File: config.mk
export PLATFORM = sky130hd
export DESIGN_NAME = bounded_rewetting_dose_sequencer
export DESIGN_NICKNAME = d
export VERILOG_FILES = /design/src/hw/rtl/brds_pkg.sv /design/src/hw/rtl/bounded_rewetting_dose_sequencer.sv
export SDC_FILE = /design/constraint.sdc
export NUM_CORES = 1
export LEC_CHECK = 0
export ABC_AREA = 1
export BUFFER_PORTS_ARGS = -buffer_cell sky130_fd_sc_hd__clkbuf_2
export CAP_MARGIN = 0
export CORE_MARGIN = 2
export CORE_UTILIZATION = 35
export DETAILED_ROUTE_END_ITERATION = 8
export SYNTH_ARGS = -nofsm -noshare
export SYNTH_HDL_FRONTEND = slang
export SYNTH_SLANG_ARGS = --single-unit
File: constraint.sdc
create_clock -name clk -period 3.8 [get_ports clk]
set_input_delay 0.19 -clock clk [delete_from_list [all_inputs] [get_ports clk]]
set_output_delay 0.19 -clock clk [all_outputs]
set_load 0.05 [all_outputs]
File: src/hw/rtl/brds_pkg.sv
// Shared types and constants for the bounded rewetting dose sequencer.
// Holds the band, outcome, result and register index codes and the result item layout.
// No dependencies.
`default_nettype none

package brds_pkg;

  // Sensor reading width; narrower sensors are masked to this many bits
  localparam int READING_BITS = 16;

  localparam int FIELD_W = 16;
  localparam int COUNT_W = 8;
  localparam int CFG_IDX_W = 3;

  // Keep only the low READING_BITS bits of a reading
  localparam logic [FIELD_W-1:0] READING_MASK = {FIELD_W{1'b1}} >> (FIELD_W - READING_BITS);

  // Minimum gap between the act and hold thresholds for valid bands
  localparam logic [FIELD_W:0] BAND_GAP = 17'd2;

  // Configuration register indexes
  localparam logic [CFG_IDX_W-1:0] REG_ACT_THRESHOLD   = 3'd0;
  localparam logic [CFG_IDX_W-1:0] REG_HOLD_THRESHOLD  = 3'd1;
  localparam logic [CFG_IDX_W-1:0] REG_ABSORB_DROP     = 3'd2;
  localparam logic [CFG_IDX_W-1:0] REG_PULSE_LIMIT     = 3'd3;
  localparam logic [CFG_IDX_W-1:0] REG_PULSE_LENGTH_MS = 3'd4;

  typedef enum logic [1:0] {
    BAND_ACT  = 2'd0,
    BAND_HOLD = 2'd1,
    BAND_WAIT = 2'd2
  } band_t;

  typedef enum logic [1:0] {
    OUT_ABSORBED     = 2'd0,
    OUT_RAN_THROUGH  = 2'd1,
    OUT_INCONCLUSIVE = 2'd2,
    OUT_NONE         = 2'd3
  } outcome_t;

  typedef enum logic [1:0] {
    RES_TARGET      = 2'd0,
    RES_PASSTHROUGH = 2'd1,
    RES_BOUND       = 2'd2
  } result_t;

  // Result item, first field in the lowest bits (packed structs list MSB first)
  typedef struct packed {
    logic                bands_valid;
    logic [COUNT_W-1:0]  ran_through_count;
    logic [COUNT_W-1:0]  absorbed_count;
    logic [COUNT_W-1:0]  pulses_done;
    logic [FIELD_W-1:0]  end_reading;
    logic [FIELD_W-1:0]  start_reading;
    result_t             cycle_result;
    band_t               reading_band;
    outcome_t            pulse_outcome;
    logic [FIELD_W-1:0]  pulse_duration;
    logic                pulse_request;
  } result_item_t;

endpackage

`default_nettype wire

File: src/hw/rtl/bounded_rewetting_dose_sequencer.sv
// Bounded rewetting dose sequencer: top level, single registered stage.
// Depends on brds_pkg for codes and the result item layout.
//
// Usage:
//   Input stream s_*: one settled moisture reading per transaction.
//     s_tdata[15:0] raw_reading (higher is drier), s_tdata[16] runoff_seen.
//   Output stream m_*: exactly one result per reading, in order.
//     m_tlast marks the result that ends a watering cycle (cycle_done).
//   Config: cfg_we/cfg_index/cfg_data write one configuration register per
//     cycle; write only while no reading is in flight.
//   Timing: a reading accepted at a clock edge is presented on m_* right
//     after that edge, from the result register.
//     Throughput: one reading per cycle while m_tready is high; the cycle state
//     and counters update in the same cycle as the result register, so
//     back-to-back readings need no bubbles.
//   Stall: the result register holds while m_tready is low; s_tready drops
//     only when that register is full and not being taken.
//   Reset (rst, synchronous): registers return to their defaults, the
//     block is idle (no cycle open) and the output register is empty.
`default_nettype none

module bounded_rewetting_dose_sequencer (
  input  wire logic        clk,
  input  wire logic        rst,
  // Input stream
  input  wire logic        s_tvalid,
  output logic             s_tready,
  // [15:0] raw_reading, [16] runoff_seen, [23:17] zero
  input  wire logic [23:0] s_tdata,
  // Output stream
  output logic             m_tvalid,
  input  wire logic        m_tready,
  // [0] pulse_request, [16:1] pulse_duration, [18:17] pulse_outcome,
  // [20:19] reading_band, [22:21] cycle_result, [38:23] start_reading,
  // [54:39] end_reading, [62:55] pulses_done, [70:63] absorbed_count,
  // [78:71] ran_through_count, [79] bands_valid
  output logic [79:0]      m_tdata,
  output logic             m_tlast,   // cycle_done
  // Configuration write port
  input  wire logic                           cfg_we,
  input  wire logic [brds_pkg::CFG_IDX_W-1:0] cfg_index,
  input  wire logic [brds_pkg::FIELD_W-1:0]   cfg_data
);

  import brds_pkg::*;

  // Configuration registers
  logic [FIELD_W-1:0] act_threshold;
  logic [FIELD_W-1:0] hold_threshold;
  logic [FIELD_W-1:0] absorb_drop;
  logic [COUNT_W-1:0] pulse_limit;
  logic [FIELD_W-1:0] pulse_length_ms;

  // Cycle state
  logic               in_cycle;
  logic [FIELD_W-1:0] last_reading;
  logic [FIELD_W-1:0] first_reading;
  logic [COUNT_W-1:0] pulse_counter;
  logic [COUNT_W-1:0] absorbed_counter;
  logic [COUNT_W-1:0] ranthrough_counter;

  // Output register
  result_item_t       out_item;
  logic               out_done;

  // Combinational step
  logic               s_acc;
  logic [FIELD_W-1:0] raw;
  logic               runoff;
  band_t              band;
  outcome_t           outcome;
  logic               absorbed_hit;
  logic               pulse;
  logic               done;
  result_t            result;
  logic               bands_ok;
  logic               in_cycle_next;
  logic [FIELD_W-1:0] first_reading_next;
  logic [COUNT_W-1:0] pulse_counter_next;
  logic [COUNT_W-1:0] absorbed_counter_next;
  logic [COUNT_W-1:0] ranthrough_counter_next;
  result_item_t       out_item_next;

  assign s_tready = !m_tvalid || m_tready;
  assign s_acc    = s_tvalid && s_tready;

  // Mask the reading to the sensor width
  assign raw    = s_tdata[FIELD_W-1:0] & READING_MASK;
  assign runoff = s_tdata[FIELD_W];

  // Classify the reading; act wins over hold when bands overlap
  always_comb begin
    if (raw >= act_threshold) begin
      band = BAND_ACT;
    end else if (raw <= hold_threshold) begin
      band = BAND_HOLD;
    end else begin
      band = BAND_WAIT;
    end
  end

  // Signed drop last - raw >= absorb_drop, rearranged to stay unsigned
  assign absorbed_hit = {1'b0, last_reading} >= ({1'b0, raw} + {1'b0, absorb_drop});

  assign bands_ok = (pulse_limit != '0) &&
                    ({1'b0, act_threshold} >= ({1'b0, hold_threshold} + BAND_GAP));

  // Judge the last pulse, update counts and decide whether the cycle ends
  always_comb begin
    outcome                 = OUT_NONE;
    done                    = 1'b0;
    result                  = RES_TARGET;
    pulse                   = 1'b0;
    first_reading_next      = first_reading;
    pulse_counter_next      = pulse_counter;
    absorbed_counter_next   = absorbed_counter;
    ranthrough_counter_next = ranthrough_counter;

    if (!in_cycle) begin
      first_reading_next      = raw;
      pulse_counter_next      = '0;
      absorbed_counter_next   = '0;
      ranthrough_counter_next = '0;
      if (band != BAND_ACT) begin
        done = 1'b1;
      end
    end else begin
      if (absorbed_hit) begin
        outcome = OUT_ABSORBED;
      end else if (runoff) begin
        outcome = OUT_RAN_THROUGH;
      end else begin
        outcome = OUT_INCONCLUSIVE;
      end
      if (outcome == OUT_ABSORBED) begin
        absorbed_counter_next = absorbed_counter + 1'b1;
      end
      if (outcome == OUT_RAN_THROUGH) begin
        ranthrough_counter_next = ranthrough_counter + 1'b1;
        done   = 1'b1;
        result = RES_PASSTHROUGH;
      end else if (band != BAND_ACT) begin
        done = 1'b1;
      end
    end

    // Request another pulse unless the bound is reached
    if (!done) begin
      if (pulse_counter_next >= pulse_limit) begin
        done   = 1'b1;
        result = RES_BOUND;
      end else begin
        pulse              = 1'b1;
        pulse_counter_next = pulse_counter_next + 1'b1;
      end
    end

    in_cycle_next = !done;
  end

  // Assemble the result item
  always_comb begin
    out_item_next.pulse_request     = pulse;
    out_item_next.pulse_duration    = pulse ? pulse_length_ms : '0;
    out_item_next.pulse_outcome     = outcome;
    out_item_next.reading_band      = band;
    out_item_next.cycle_result      = done ? result : RES_TARGET;
    out_item_next.start_reading     = first_reading_next;
    out_item_next.end_reading       = raw;
    out_item_next.pulses_done       = pulse_counter_next;
    out_item_next.absorbed_count    = absorbed_counter_next;
    out_item_next.ran_through_count = ranthrough_counter_next;
    out_item_next.bands_valid       = bands_ok;
  end

  // Write configuration registers
  always_ff @(posedge clk) begin
    if (rst) begin
      act_threshold   <= 16'd65535;
      hold_threshold  <= 16'd0;
      absorb_drop     <= 16'd1;
      pulse_limit     <= 8'd4;
      pulse_length_ms <= 16'd1000;
    end else if (cfg_we) begin
      case (cfg_index)
        REG_ACT_THRESHOLD:   act_threshold   <= cfg_data;
        REG_HOLD_THRESHOLD:  hold_threshold  <= cfg_data;
        REG_ABSORB_DROP:     absorb_drop     <= cfg_data;
        REG_PULSE_LIMIT:     pulse_limit     <= cfg_data[COUNT_W-1:0];
        REG_PULSE_LENGTH_MS: pulse_length_ms <= cfg_data;
        default: ;
      endcase
    end
  end

  // Advance cycle state on each accepted transaction
  always_ff @(posedge clk) begin
    if (rst) begin
      in_cycle           <= 1'b0;
      last_reading       <= '0;
      first_reading      <= '0;
      pulse_counter      <= '0;
      absorbed_counter   <= '0;
      ranthrough_counter <= '0;
    end else if (s_acc) begin
      in_cycle           <= in_cycle_next;
      last_reading       <= raw;
      first_reading      <= first_reading_next;
      pulse_counter      <= pulse_counter_next;
      absorbed_counter   <= absorbed_counter_next;
      ranthrough_counter <= ranthrough_counter_next;
    end
  end

  // Output register: load on accept, drop when taken
  always_ff @(posedge clk) begin
    if (rst) begin
      m_tvalid <= 1'b0;
    end else if (s_acc) begin
      m_tvalid <= 1'b1;
    end else if (m_tready) begin
      m_tvalid <= 1'b0;
    end
  end

  always_ff @(posedge clk) begin
    if (s_acc) begin
      out_item <= out_item_next;
      out_done <= done;
    end
  end

  assign m_tdata = out_item;
  assign m_tlast = out_done;

`ifndef SYNTHESIS
  // A result that ends the cycle never requests a pulse
  assert property (@(posedge clk) disable iff (rst)
    (m_tvalid && m_tlast) |-> !out_item.pulse_request)
    else $error("pulse requested on cycle end");

  // A pulse request always counts itself
  assert property (@(posedge clk) disable iff (rst)
    (m_tvalid && out_item.pulse_request) |-> (out_item.pulses_done != '0))
    else $error("pulse request with zero pulse count");

  // A starting reading judges nothing and carries cleared outcome counts
  assert property (@(posedge clk) disable iff (rst)
    (m_tvalid && out_item.pulse_outcome == OUT_NONE) |->
      (out_item.absorbed_count == '0 && out_item.ran_through_count == '0))
    else $error("counts not cleared at cycle start");

  // Ending a cycle leaves the block idle
  assert property (@(posedge clk) disable iff (rst)
    (s_acc && done) |=> !in_cycle)
    else $error("cycle still open after end");

  // Reset empties the output register and closes any cycle
  assert property (@(posedge clk)
    rst |=> (!m_tvalid && !in_cycle))
    else $error("state not cleared by reset");
`endif

endmodule

`default_nettype wire

==> results of run 1 <==
metrics by stage:
stage	worst slack, ns	std cells	instance area (µm²)	total power, mW	setup TNS (ns)
after global routing	-0.0303	1847	13000	5.90	-0.0440
after floorplan	0.500	1291	11000	3.25	0
final	0.302	1847	13000	5.62	0
after detailed placement	0.000694	1790	12100	3.51	0
after global placement	0.0712	1790	12100	3.49	0
after CTS	0.0812	1846	12900	5.68	0
power by group through the flow:
stage	Sequential, mW	Clock, mW	Combinational [mW]
3_5_place_dp	2.60	0	0.907
3_3_place_gp	2.60	0	0.887
5_1_grt	2.57	2.30	1.03
2_1_floorplan	2.78	0	0.472
4_1_cts	2.55	2.21	0.920
6_report	2.55	2.14	0.925
logic make-up (layout without fill, tap and decap cells):
group	after synthesis	in the layout	share of synthesized area, %
flip-flops	211	211	45.9
adder cells (fa/ha/maj)	93	93	10.7
AO/OA/AOI/OAI	289	289	14.3
other	0	1	0
AND/OR/NAND/NOR	448	448	18.0
XOR/XNOR	44	44	3.51
buffers and inverters	206	365	7.60
how the worst max path moves through the flow:
stage                        start               end
floorplan           absorb_drop[2]       m_tdata[64]
global placement        s_tdata[2]  pulse_counter[0]
detailed placement      s_tdata[2]       m_tdata[55]
CTS                 absorb_drop[2]       m_tdata[55]
global route        absorb_drop[4]       m_tdata[65]
finish                  s_tdata[0]       m_tdata[65]
repair_timing:
| action | 4_1_cts | 5_1_grt |
|---|---|---|
| endpoints found under the hold margin | 16 | 0 |
| setup endpoints to repair | 0 | 70 |
| resized for setup | 0 | 12 |
| hold buffers | 11 | 0 |
flip-flops by register name, indices dropped and copies added, names as in the netlist:
| register | flops |
|---|---|
| m_tdata | 80 |
| m_tlast | 1 |
| hold_threshold | 16 |
| absorbed_counter | 8 |
| absorb_drop | 16 |
| last_reading | 16 |
| in_cycle | 1 |
| pulse_limit | 8 |
| m_tvalid | 1 |
| ranthrough_counter | 8 |
| pulse_length_ms | 16 |
| first_reading | 16 |
| act_threshold | 16 |
| pulse_counter | 8 |
metal layers:
layer	share of wire, %	track usage (%)	vias up	wire, µm
met5	0	0	-	0
met4	1.8	4.00	0	511
met3	4.8	3.06	34	1320
met2	44	26.9	176	12200
met1	49	23.4	4197	13700
li1	-	-	4614	-
placed cells by master, fill, tap and decap left out, types with 24 or more instances in the layout:
| cell type | count |
|---|---|
| nand2_1 | 197 |
| inv_1 | 151 |
| nor2_1 | 138 |
| o21ai_0 | 135 |
| dfxtp_1 | 130 |
| clkbuf_2 | 123 |
| a21oi_1 | 106 |
| ha_1 | 92 |
| edfxtp_1 | 81 |
| nand3_1 | 47 |
| xor2_1 | 33 |
| clkbuf_16 | 25 |
| o211ai_1 | 24 |
| buf_4 | 24 |
area by class of cell:
type / count / area, µm² / share of cell area [%]
repair buffers: 163 / 992 / 7.65
clock inverters: 9 / 42.5 / 0.328
well taps: 396 / 495 / 3.82
diodes: 1 / 2.50 / 0.0193
clock buffers: 36 / 677 / 5.22
multi-input cells: 874 / 5130 / 39.6
inverters: 157 / 592 / 4.56
flip-flops and latches: 211 / 5030 / 38.8
worst register-to-register path, stage by stage, from the launching register on:
cell and delay (ns):
dfxtp_1 0.31, ha_1 0.32, a21oi_2 0.18, o21ai_0 0.11, a21oi_2 0.20, o21ai_0 0.14
a21boi_1 0.24, o21ai_1 0.10, xnor2_1 0.14, ha_1 0.29, inv_1 0.06, nor4_2 0.26
nand2_1 0.08, nand3_1 0.13, nand3_4 0.14, buf_8 0.20, inv_2 0.12, nand3_1 0.08
nand3_1 0.10, inv_1 0.04
==> impl_results.md, run 1 <==
- Result of the run: complete, no violations
- # IOs: between 100 and 150
- Data arrival time of the critical path: between 3 and 4 ns
- Hold Path Sink: pulse_length_ms[5]
- Hold WS: ~0.021 ns
- Fillers: 3094
- Peak supply drop: roughly 0.00026 V
- Cells after Synth: around 1300
- Root Driver: clkbuf_16
- Clock tree buffer depth: 3
- Min-Delay Path Class: in -> reg
- Crit end category: flip-flop
- All-layer global routing usage: between 15 and 20%
- Worst R2R End: m_tdata[65]
- DIE AREA: approximately 33000 µm²
- Gpl congestion: about 0.88
- Pint: 3.99 mW
- # H-tree levels: 1
- Seq/Total Area, Yosys: between 40% and 50%
- CP dominant cell by count: nand3_1
- Antenna-violating nets left: 0
- Kind of critical path: in -> reg
- Initial drt markers: 567
- Post-DP HPWL: a little over 20000 µm
- Clock skew: roughly 0.017 ns
- Share of cells above drive strength 1: 16.1%
- Die Width: 181 µm
- Static leakage: 5.96 nW
- Crit-path cells: dlygate4sd3_1 > clkbuf_2 > ha_1 > fa_1 > nand2_2 > a21oi_4 > nand3_2 > nand3_2 > nand3_1 > nand2_1 > xor2_1 > ha_1 > nand2_1 > nor4_2 > nand2_1 > nand3_1 > nand3_4 > buf_8 > inv_2 > nand3_1 > nand3_1 > inv_1
- Cell taking the most area after synthesis: dfxtp_1
- Final slew viol count: 0
- CTS Buf Count: 25
- Reg2reg path depth: 19
- R2R setup slack: about 0.32 ns
- Post-synth cell types: 43
- Max frequency: about 290 MHz
- PortBufs: 123
- First-pass GRT wire length: 44500 µm
- RR Startpoint: absorb_drop[2]
- Row count: 64
- Max_cap viols: 0
- Top delay family on crit path: simple AND/OR/NAND/NOR gates
- Most frequent cell after synthesis: nand2_1
- Period utilization: between 90 and 100%
- Crit. path cell count: 22
- Required time of the critical path: 4.06 ns
- Clock share of power: 38.1%
- Crit Path Max Fanout: 19
- Hold depth: 3
- Largest net degree at the start of global routing: roughly 70
- Routed vias/inst: roughly 4.9
- Initial Util: a little over a third
- Synth Warn #: 0
- FFs w/ async S/R, synth: 0%
- Worst stage delay on the critical path: 0.55 ns
- Buf/Inv on CP: 5
- NetSw: around 1.6 mW
- Top cell type's share of synthesized area: a little under a quarter
- Netlist Area Pre-Place: roughly 11000 µm²
- Final setup vio count: 0
- Tmin final: between 3 and 4 ns
- Seq cells post-synth: 211
- Drt wl/cell: 15.0 µm
- Initial antenna violation count: 1
- Drt drc: 0
- Relative slew slack: a little over two fifths
- Main synth FF type: dfxtp_1
- Hold Crit Start: cfg_data[5]
- Syn-to-layout area delta: 18.3%
- Clock sink total: between 200 and 250
- Switch share: slightly below 30%
- Combinational share of power: 16.5%
- Top post-synthesis cells by count: nand2_1 (197), inv_1 (151), nor2_1 (138)
- Ranking of synthesized cells by area: dfxtp_1 (24%), edfxtp_1 (22%), ha_1 (10%)
- Skew-Pair Late Insertion Delay: ~0.52 ns
- Post-synth EDFFs: a little over 80
- Layout net count: between 1500 and 2000
- # Post-CTS Setup Buffers: 0
- Slew @ Worst Pin: 0.865 ns
- Worst path slowest cell: dlygate4sd3_1
- Synthesized area per cell: about 8.5 µm²
- Final Hold Vio Count: 0
- Final WL: roughly 28000 µm
- CTS tree: built
- Pre-antenna DRT Iters: 5
- Die height: around 180 µm
- Core area: about 31000 µm²
- Vias: 9021
- Clk slew on worst S/H paths: approximately 0.050 ns
- Worst setup SP type: primary input
- Power per cell area: 433 nW/µm²
- Syn Nets: 1432
- Vias in the first global route: approximately 8400
- Sequential share of power: between 40% and 50%
- Final core occ: 42.2%
- Overflow after GRT: 0
Power figures use the tool's default switching activity.
==> inputs of run 2 (changes only) <==
--- a/config.mk
+++ b/config.mk
@@ -7,3 +7,2 @@
 export LEC_CHECK = 0
-export ABC_AREA = 1
 export BUFFER_PORTS_ARGS = -buffer_cell sky130_fd_sc_hd__clkbuf_2
==> constraint.sdc (replaced) <==
create_clock -name clk -period 3.8 [get_ports clk]
set_input_delay 0.38 -clock clk [delete_from_list [all_inputs] [get_ports clk]]
set_output_delay 0.38 -clock clk [all_outputs]
set_load 0.05 [all_outputs]
==> run 2 against run 1 <==
  * The run now ends with negative setup slack left
  * First-iteration DRC count fell by 3.9%
  * Power grew 4.1%
  * Die area is 0.12% lower
  * Critical endpoint is now m_tdata[55]
  * Largest cell class unchanged
  * Highest routed layer is now met5
==> impl_results.md, run 2 <==
- Post-synth cell types: 64
- PortBufs: around 120
- Combinational share of power: ~14%
- Final core occ: a little under half
- Post-DP HPWL: about 21000 µm
- Post-synth EDFFs: 81
- Root Driver: clkbuf_16
- Top delay family on crit path: compound AO/OA/AOI/OAI gates
- Seq/Total Area, Yosys: between 40% and 50%
- Kind of critical path: reg -> reg
- Hold WS: 0.101 ns
- Die Width: approximately 180 µm
- Overflow after GRT: 0
- Main synth FF type: dfxtp_1
- All-layer global routing usage: about 18%
- Clock share of power: between 40% and 50%
- Max frequency: roughly 240 MHz
- Fillers: approximately 2900
- Vias in the first global route: 8774
- Clock skew: roughly 0.0093 ns
- Relative slew slack: between 20 and 30%
- Cells after Synth: ~1200
- Slew @ Worst Pin: 1.10 ns
- Drt drc: 0
- Gpl congestion: between 0.8 and 0.9
- NetSw: 1.52 mW
- Commonest non-fill, non-tap cell in the layout: nand2_1
- Initial drt markers: approximately 550
- Vias: about 9200
- Max FFs per register: 80
- Row count: 64
- First-pass GRT wire length: 47100 µm
- Result of the run: finished with violations
- Crit Path Max Fanout: 4
- Top post-synthesis cells by count: nand2_1 (239), dfxtp_1 (130), a21oi_1 (109)
- Layout net count: roughly 1500
- Clock sink total: ~210
- Core area: about 31000 µm²
- Pre-antenna DRT Iters: 5
- Syn Nets: 1321
- # H-tree levels: 1
- Data arrival time of the critical path: about 4.4 ns
- Die height: around 180 µm
- Worst setup SP type: flip-flop
- Ant. Diodes: 0
- Peak supply drop: between 0.0003 and 0.0004 V
- Period utilization: 110%
- CTS tree: built
- Final setup vio count: approximately 70
- Register area: 5040 µm²
- Worst stage delay on the critical path: ~0.38 ns
- Worst setup margin: -0.371 ns
- FFs w/ async S/R, synth: 0%
- Cell taking the most area after synthesis: dfxtp_1
- Final WL: approximately 30000 µm
- Crit end category: flip-flop
- Most frequent cell after synthesis: nand2_1
- Required time of the critical path: roughly 4.1 ns
- RSZ-0062 raised after global routing: yes
- Worst path slowest cell: fa_2
- Top cell type's share of synthesized area: a little under a quarter
- Skew-Pair Late Insertion Delay: 0.52 ns
- Final non-filler cell total: around 1800
- Failing checks: negative setup slack
- Drt wl/cell: 16.7 µm
- Power per cell area: slightly above 400 nW/µm²
- Netlist Area Pre-Place: roughly 11000 µm²
- Final Hold Vio Count: 0
- Multi-input logic area: around 5900 µm²
- Crit-path cells: ha_4 > fa_2 > a211oi_2 > nor2_2 > o41ai_4 > o21bai_1 > a21o_1 > a21oi_2 > xnor2_1 > ha_1 > a211o_1 > o211ai_1 > nand4_1 > buf_4 > o21bai_4 > o21ai_4 > buf_4 > and2_4 > buf_4 > xnor2_1
- Largest net degree at the start of global routing: 63
- Placed Cells: between 1500 and 2000
- # IOs: approximately 130
- Final slew viol count: 0
- Syn-to-layout area delta: 28.4%
- CP dominant cell by count: buf_4
- Antenna-violating nets left: 0
- Seq cells post-synth: 211
- Initial Util: between 30 and 40%
- Initial antenna violation count: 1
- Synth Warn #: 0
- CTS Buf Count: 25
- Share of cells above drive strength 1: between 20% and 30%
- Buf/Inv on CP: 3
- Static leakage: around 5.8 nW
- Clock tree buffer depth: 3
- Setup TNS: -17.47 ns
- Clk slew on worst S/H paths: roughly 0.060 ns
- DIE AREA: roughly 33000 µm²
- Switch share: between 20% and 30%
- Routed vias/inst: ~5.1
- Most frequent cells in the layout: nand2_1 (236), dfxtp_1 (127), clkbuf_2 (122), a21oi_1 (104)
- Pint: ~4.3 mW
- Sequential share of power: 42.5%
- Tmin final: 4.17 ns
- Ranking of synthesized cells by area: dfxtp_1 (24%), edfxtp_1 (22%), ha_1 (11%)
- Synthesized area per cell: between 9 and 10 µm²
- Min-Delay Path Class: in -> reg
- Max_cap viols: 0
-- run 2: power by group through the flow --
stage	logic [mW]	clock network [mW]	registers, mW
2_1_floorplan	0.340	0	2.69
5_1_grt	0.901	2.68	2.49
6_report	0.827	2.54	2.48
3_5_place_dp	0.770	0	2.53
4_1_cts	0.808	2.60	2.48
3_3_place_gp	0.758	0	2.53
-- run 2: kinds of logic after synthesis --
logic type / synth area share [%]
AND/OR/NAND/NOR: 18.6
AO/OA/AOI/OAI: 14.5
flip-flops: 46.0
buffers and inverters: 4.11
adder cells (fa/ha/maj): 10.7
XOR/XNOR: 3.60
multiplexers: 2.57
-- run 2: final cells by class --
type                       instances  share of cell area [%]
clock buffer                      32                    4.86
clock inverter                    13                    1.33
inverter                          59                    1.63
multi-input combinational        852                    41.8
sequential                       211                    35.8
tap                              396                    3.52
timing repair buffer             226                    11.0
-- run 2: timing repair --
action	4_1_cts	5_1_grt
buffers inserted	13	10
cloned	2	1
setup endpoints to repair	71	71
gates resized for setup	38	59
pin swaps	24	27
hold buffers	0	0
-- run 2: worst paths after layout --
path | cells past startpoint | slack, ns | start | end
setup / recovery | 20 | -0.37 | absorb_drop[0] | m_tdata[55]
setup reg to reg | 20 | -0.37 | absorb_drop[0] | m_tdata[55]
hold reg to reg | 2 | 0.45 | first_reading[14] | first_reading[14]
hold / removal | 3 | 0.10 | s_tvalid | m_tvalid
-- run 2: stage by stage --
stage	setup slack, ns	total power [mW]	area (µm²)
2_1_floorplan	-0.329	3.03	11000
3_3_place_gp	-0.625	3.29	12600
3_5_place_dp	-0.763	3.30	12600
4_1_cts	-0.345	5.89	13700
5_1_grt	-0.543	6.07	14100
6_report	-0.371	5.85	14100
-- run 2: metal layers --
metal | vias up | track usage [%] | share of wire (%)
met2 | 204 | 29.1 | 47
li1 | 4574 | - | -
met3 | 49 | 2.78 | 4.5
met1 | 4362 | 24.0 | 46
met5 | - | 0 | 0.037
met4 | 2 | 4.74 | 2.3
-- run 2: worst min-delay path, cell delays in order --
cell,delay [ns]
clkbuf_2,0.09
inv_1,0.05
a21oi_1,0.05
